<file path="src/rtl/core/srpg_pkg.sv">
`timescale 1ns / 1ps
// Shared types and constants for the stepper ramp period generator.
// No dependencies; imported by every module of the block except srpg_ram.
package srpg_pkg;

   localparam int unsigned STACK_DEPTH_DEF = 1024;

   localparam int unsigned PERIOD_W  = 32;
   localparam int unsigned TIME_W    = 48;
   localparam int unsigned CFG_W     = 48;
   localparam int unsigned CSR_IDX_W = 3;
   localparam int unsigned DIV_W     = 48;
   localparam int unsigned PROD_W    = 64;
   localparam int unsigned SUM_W     = 65;
   localparam int unsigned DEN_W     = 81;

   // operation codes of the request channel
   localparam logic OP_START = 1'b0;
   localparam logic OP_STEP  = 1'b1;

   // register indexes of the configuration port
   localparam logic [CSR_IDX_W-1:0] CSR_CLOCK_RATE_SQ = 3'd0;
   localparam logic [CSR_IDX_W-1:0] CSR_BASE_RATE     = 3'd1;
   localparam logic [CSR_IDX_W-1:0] CSR_ACCEL_TERM    = 3'd2;
   localparam logic [CSR_IDX_W-1:0] CSR_MAX_PERIOD    = 3'd3;
   localparam logic [CSR_IDX_W-1:0] CSR_MIN_PERIOD    = 3'd4;

   localparam logic [CFG_W-1:0]    RST_CLOCK_RATE_SQ = 48'd1000000000000;
   localparam logic [CFG_W-1:0]    RST_BASE_RATE     = 48'd100000000;
   localparam logic [PERIOD_W-1:0] RST_ACCEL_TERM    = 32'd800;
   localparam logic [PERIOD_W-1:0] RST_MAX_PERIOD    = 32'd10000;
   localparam logic [PERIOD_W-1:0] RST_MIN_PERIOD    = 32'd500;

   typedef struct packed {
      logic             done;
      logic [DIV_W-1:0] quotient;
   } div_status_type;

endpackage

</file>
<file path="src/rtl/core/srpg_div.sv">
`timescale 1ns / 1ps
// Restoring serial divider, one quotient bit per cycle.
// Depends on srpg_pkg for widths and the status struct.
module srpg_div (
   input  logic                          clock,
   input  logic                          reset,
   input  logic                          start,
   input  logic [srpg_pkg::DIV_W-1:0]    numer,
   input  logic [srpg_pkg::DIV_W-1:0]    denom,
   output srpg_pkg::div_status_type      status
);
   import srpg_pkg::*;

   localparam int unsigned CNT_W = $clog2(DIV_W + 1);

   logic             busy_ff, busy_in;
   logic             done_ff, done_in;
   logic [CNT_W-1:0] cnt_ff, cnt_in;
   logic [DIV_W-1:0] rem_ff, rem_in;
   logic [DIV_W-1:0] quo_ff, quo_in;
   logic [DIV_W-1:0] den_ff, den_in;
   logic [DIV_W:0]   trial;
   logic [DIV_W:0]   trial_sub;
   logic             fits;

   assign trial     = {rem_ff, quo_ff[DIV_W-1]};
   assign fits      = trial >= {1'b0, den_ff};
   assign trial_sub = trial - {1'b0, den_ff};

   always_comb begin
      busy_in = busy_ff;
      done_in = 1'b0;
      cnt_in  = cnt_ff;
      rem_in  = rem_ff;
      quo_in  = quo_ff;
      den_in  = den_ff;
      if (start) begin
         busy_in = 1'b1;
         cnt_in  = CNT_W'(DIV_W);
         rem_in  = '0;
         quo_in  = numer;
         den_in  = denom;
      end else if (busy_ff) begin
         rem_in = fits ? trial_sub[DIV_W-1:0] : trial[DIV_W-1:0];
         quo_in = {quo_ff[DIV_W-2:0], fits};
         cnt_in = cnt_ff - CNT_W'(1);
         if (cnt_ff == CNT_W'(1)) begin
            busy_in = 1'b0;
            done_in = 1'b1;
         end
      end
   end

   always_ff @(posedge clock) begin
      if (reset) begin
         busy_ff <= 1'b0;
         done_ff <= 1'b0;
         cnt_ff  <= '0;
      end else begin
         busy_ff <= busy_in;
         done_ff <= done_in;
         cnt_ff  <= cnt_in;
      end
      rem_ff <= rem_in;
      quo_ff <= quo_in;
      den_ff <= den_in;
   end

   assign status.done     = done_ff;
   assign status.quotient = quo_ff;

endmodule

</file>
<file path="config.mk">
export PLATFORM = sky130hd
export DESIGN_NAME = srpg_div
export DESIGN_NICKNAME = d
export VERILOG_FILES = /design/src/rtl/core/srpg_pkg.sv /design/src/rtl/core/srpg_div.sv
export SDC_FILE = /design/constraint.sdc
export NUM_CORES = 1
export LEC_CHECK = 0
export BUFFER_PORTS_ARGS = -buffer_cell sky130_fd_sc_hd__buf_4
export CELL_PAD_IN_SITES_DETAIL_PLACEMENT = 0
export CELL_PAD_IN_SITES_GLOBAL_PLACEMENT = 1
export CORE_UTILIZATION = 44
export CTS_CLUSTER_SIZE = 30
export DETAILED_ROUTE_END_ITERATION = 10
export GPL_ROUTABILITY_DRIVEN = 0
export PLACE_DENSITY_LB_ADDON = 0.1
export SLEW_MARGIN = 10
export SYNTH_ARGS = -nofsm -noshare
export SYNTH_HDL_FRONTEND = slang
export SYNTH_SLANG_ARGS = --single-unit
export TNS_END_PERCENT = 20
</file>
<file path="constraint.sdc">
create_clock -name clock -period 3.7 [get_ports clock]
set_input_delay 0.185 -clock clock [delete_from_list [all_inputs] [get_ports clock]]
set_output_delay 0.185 -clock clock [all_outputs]
set_load 0.1 [all_outputs]
</file>
== Yosys cells after proc, flatten, opt, wreduce, memory -nomap -nowiden ==
Index checks and enable logic that the tools add are counted.

* Add/subtract/negate cells: 2
* Order comparisons: 1
* Equal/unequal tests: 1
* Multiplexer cells: 9
* Bitwise operators: 1
* Reduce and logical (&&, ||, !) cells: 3

{| class="wikitable"
|+ Operators by type and width
! operator !! number
|-
| 48-bit 2-to-1 mux || 3
|-
| 49-bit by 48-bit >= comparator with 1-bit output || 1
|-
| 48-bit subtractor || 1
|-
| 6-bit 2-to-1 mux || 2
|-
| 6-bit by 1-bit equality test with 1-bit output, second input constant || 1
|-
| 6-bit by 1-bit subtractor with 6-bit output, second input constant || 1
|-
| 1-bit 2-to-1 mux || 4
|-
| 3-bit OR reduction || 1
|-
| 2-bit nonzero test || 1
|-
| 2-bit OR reduction || 1
|-
| 1-bit inverter || 1
|}

* Register bits: 152
* Input bits: 99
* Word-level logic and storage cells: 24

== Logic depth before layout (Yosys ltp) ==
* Depth after elaboration: 4
* Mapped depth: 15

== Worst setup path before layout ==
OpenSTA, ideal clock, no wires.

* Kind: flip-flop to flip-flop
* From: register quo_ff[47]
* To: register rem_ff[32]
* Library setup time: 0.141 ns
* Arrival: 3.363 ns
* Required time: 3.559 ns
* Slack: 0.196 ns
* Cell stages (with the launch flop): 14
* Path through: edfxtp_1 > inv_1 > ha_1 > fa_1 > nor2b_1 > o2111ai_1 > and2_1 > o31ai_1 > a21oi_1 > o21bai_1 > o31ai_1 > o21ai_0 > mux2i_1 > a311oi_1

* Word-level cells in the longest chain between the ends: 2
* Elaborated cells on any way between the ends: 3

{| class="wikitable"
|+ RTL lines
! element !! line !! source
|-
| from (decl) || srpg_div.sv:20 || <nowiki>logic [DIV_W-1:0] quo_ff, quo_in;</nowiki>
|-
| from (signal assigned) || srpg_div.sv:65 || <nowiki>quo_ff <= quo_in;</nowiki>
|-
| 48-bit subtractor / 49-bit by 48-bit >= comparator with 1-bit output (equally long branches) || srpg_div.sv:28, srpg_div.sv:27 ||
|-
| 48-bit 2-to-1 mux (*) || srpg_div.sv:44 || <nowiki>rem_in = fits ? trial_sub[DIV_W-1:0] : trial[DIV_W-1:0];</nowiki>
|-
| to (signal assigned) || srpg_div.sv:64 || <nowiki>rem_ff <= rem_in;</nowiki>
|-
| to (decl) || srpg_div.sv:19 || <nowiki>logic [DIV_W-1:0] rem_ff, rem_in;</nowiki>
|}

Mark *: on every way between the ends. The rest lies on a longest branch, timed or not.
A chain may end at the register's enable or synchronous reset.

== Worst setup path in the final report ==
Ends and elaborated chain as after synthesis.

==> impl_metrics.ini <==
[clock_network]
clk_pin_slew_ns = 0.07
clk_latency_ns = 0.44
cts_made_buffers = 17
root_buffer = clkbuf_16
clockBufferDepth = 2
cts_tree = done
h-tree-depth = 4
cts_sinks = 152

[hold_path]
hold_path_depth = 2
hp-start = numer[28]
worstHoldEndpoint = quo_ff[28]
hp-class = input port to register

[global_route]
grt_pass1_vias = 7100
grt_overflow_total = 0
antenna_found_initial = 0
grt_pass1_wl_mm = 36.2
grt_usage_pct = 21.3
grt_max_degree = 92

[timing]
hold_viol = 0
finalClockSkew_ns = 0.0195
max_slew_margin_pct = 37.2
rsz0062_at_grt = false
setup_tns_ns = 0
fin_crit_sh_pct = 91.0
setup_viol = 0
worst_pin_slew_ns = 0.943
maxSlewViolCount = 0
fmax_mhz = 297
fin_crit_ns = 3.37

[synth]
synth_nets = 1059
ys_async_sr_fraction_pct = 0
synth_edf_count = 96
synthesis.instances = 909
synthFlopType = edfxtp_1
ys_seq_area_share_pct = 44.0
syn-cell-area_um2 = 9110
syn_avg_cell_area_um2 = 10.0
yosys.cell_types.count = 77
ys_warn_count = 0
synth-seq-cells = 152

[setup_path]
worstPathArrival_ns = 3.63
startpoint_type = register
worst-setup-path-type = register to register
r2r-end = rem_ff[32]
crit_path_frequent_cell = o31ai_1
crit_path_end_kind = register
required_ns = 3.96
r2r_cells = 13
critPathTopFamily = compound AO/OA/AOI/OAI gates
crit_buf_inv = 1
r2r_slack_ns = 0.33
slowest_stage = o31ai_1
critPathMaxStageDelay_ns = 0.43
critPathMaxFanout = 4
regToRegStartpoint = quo_ff[47]
cp_cell_sequence = inv_1 -> ha_1 -> fa_1 -> nor2b_1 -> o2111ai_1 -> and2_1 -> o31ai_1 -> a21oi_1 -> o21bai_1 -> o31ai_1 -> o21ai_0 -> mux2i_1 -> a311oi_1

[power_and_ir_drop]
leakage_nw = 4.83
powerDensity_nw_per_um2 = 489
ir_drop_v = 0.000364

[job]
drv_cap = 0

[routing]
dr.first_iter.drc_count = 341
routed_via_density = 5.23
vias = 7156
wl_mm = 22.0
drcViolationCount = 0
wl_per_cell_um = 16.1
firstDrtPassIters = 5
drtAntennaViolNets = 0

[die]
core_um2 = 20200
start_util_pct = 45.0
die_area_um2 = 21300
rows = 52
ios = 148
dieWidth_um = 146
dieHeight_um = 146

[final_layout]
final_area_um2 = 11400
drive_gt1_share_pct = 24.4
fin_nets = 1234
insertedDiodeCount = 0
syn2layout_area_growth_pct = 25.0

[placement]
dp_hpwl_mm = 15.7
dpl-instance-area_um2 = 10300
portBuffers = 147

[status]
status = finished clean
[stage by stage]
stage	power [mW]	instances	hold WS [ns]	util, %	worst slack, ns
final	5.57	1367	0.0487	56.3	0.331
after global placement	3.80	1286	0.363	50.9	0.245
after detailed placement	3.80	1286	0.365	50.9	0.236
after CTS	5.63	1367	0.0258	56.3	0.201
after floorplan	3.42	909	0.284	-	0.196
after global routing	5.84	1367	0.0307	56.3	0.0222
[worst max-delay path by stage]
| stage | start | endpoint | slack (ns) | cells after the start |
|---|---|---|---|---|
| CTS | den_ff[1] | rem_ff[22] | 0.20 | 13 |
| global route | quo_ff[47] | rem_ff[32] | 0.02 | 13 |
| global placement | den_ff[1] | rem_ff[43] | 0.25 | 13 |
| finish | quo_ff[47] | rem_ff[32] | 0.33 | 13 |
| detailed placement | den_ff[1] | rem_ff[22] | 0.24 | 13 |
| floorplan | quo_ff[47] | rem_ff[32] | 0.20 | 13 |
[cell families (layout without fill, tap and decap cells)]
family | Yosys count | in the layout | synth area share (%)
AOI/OAI and AO/OA | 240 | 240 | 18.2
xor gates and xnor gates | 43 | 43 | 4.13
adders and majority gates | 51 | 51 | 7.09
buffers and inverters | 115 | 303 | 6.35
DFF | 152 | 152 | 44.0
muxes | 63 | 63 | 7.65
and+or+nand+nor | 245 | 245 | 12.6
[what timing repair did]
action,CTS,global route
buffers inserted,0,0
resized for setup,0,1
hold endpoints to repair,56,0
setup endpoints to repair,0,1
hold buffers,49,0
[Yosys cell counts (all sizes together), types with 4 or more instances]
cell type / n / area [um2]
nand3: 14 / 70.1
a311oi: 5 / 50.0
nor4: 4 / 25.0
a21o: 19 / 145
nor2b: 10 / 70.1
and3: 5 / 33.8
nor3: 15 / 80.1
or3: 4 / 25.0
clkbuf: 27 / 165
nor2: 114 / 428
mux2: 50 / 567
nand2: 44 / 165
a21oi: 87 / 447
a31oi: 9 / 62.6
nand4: 15 / 109
a211oi: 39 / 298
o21bai: 7 / 52.6
mux2i: 13 / 130
o21a: 6 / 45.0
o31ai: 7 / 71.3
buf: 23 / 169
xor2: 23 / 201
inv: 65 / 244
dfxtp: 56 / 1120
and2: 4 / 25.0
o21ai: 31 / 163
nand2b: 5 / 31.3
ha: 50 / 626
edfxtp: 96 / 2880
xnor2: 20 / 175
[per-layer routing]
metal	global-route usage (%)	share of wire (%)
met1	28.3	48
met5	0	0
met2	34.0	46
met4	6.32	0.96
met3	5.67	5.4
[state kept, by name, indices dropped and copies added, names as in the netlist]
name,flops
rem_ff,48
den_ff,48
done_ff,1
busy_ff,1
quo_ff,48
cnt_ff,6
[layout by cell type (no fill, tap or decap), types with 23 or more instances in the layout]
cell	Yosys	layout
edfxtp_1	96	96
buf_4	2	155
a21oi_1	84	83
dlygate4sd3_1	0	49
inv_1	65	64
o21ai_0	25	25
xor2_1	23	23
a211oi_1	38	38
mux2_2	49	49
dfxtp_1	56	55
ha_1	50	50
nand2_1	44	44
nor2_1	114	114
[final cells by class]
type	count	area, um2
fill	1826	8850
multi-input combinational	642	4530
sequential	152	4010
timing repair buffer	206	1690
clock buffer	17	425
tap	270	338
inverter	65	244
clock inverter	15	160
[report_power, final]
part	switching, mW	total (mW)	internal (mW)
combinational	1.12	1.74	0.618
sequential	0.0879	2.06	1.98
clock	0.810	1.77	0.955
total	2.02	5.57	3.55
(Power assumes the default switching activity.)
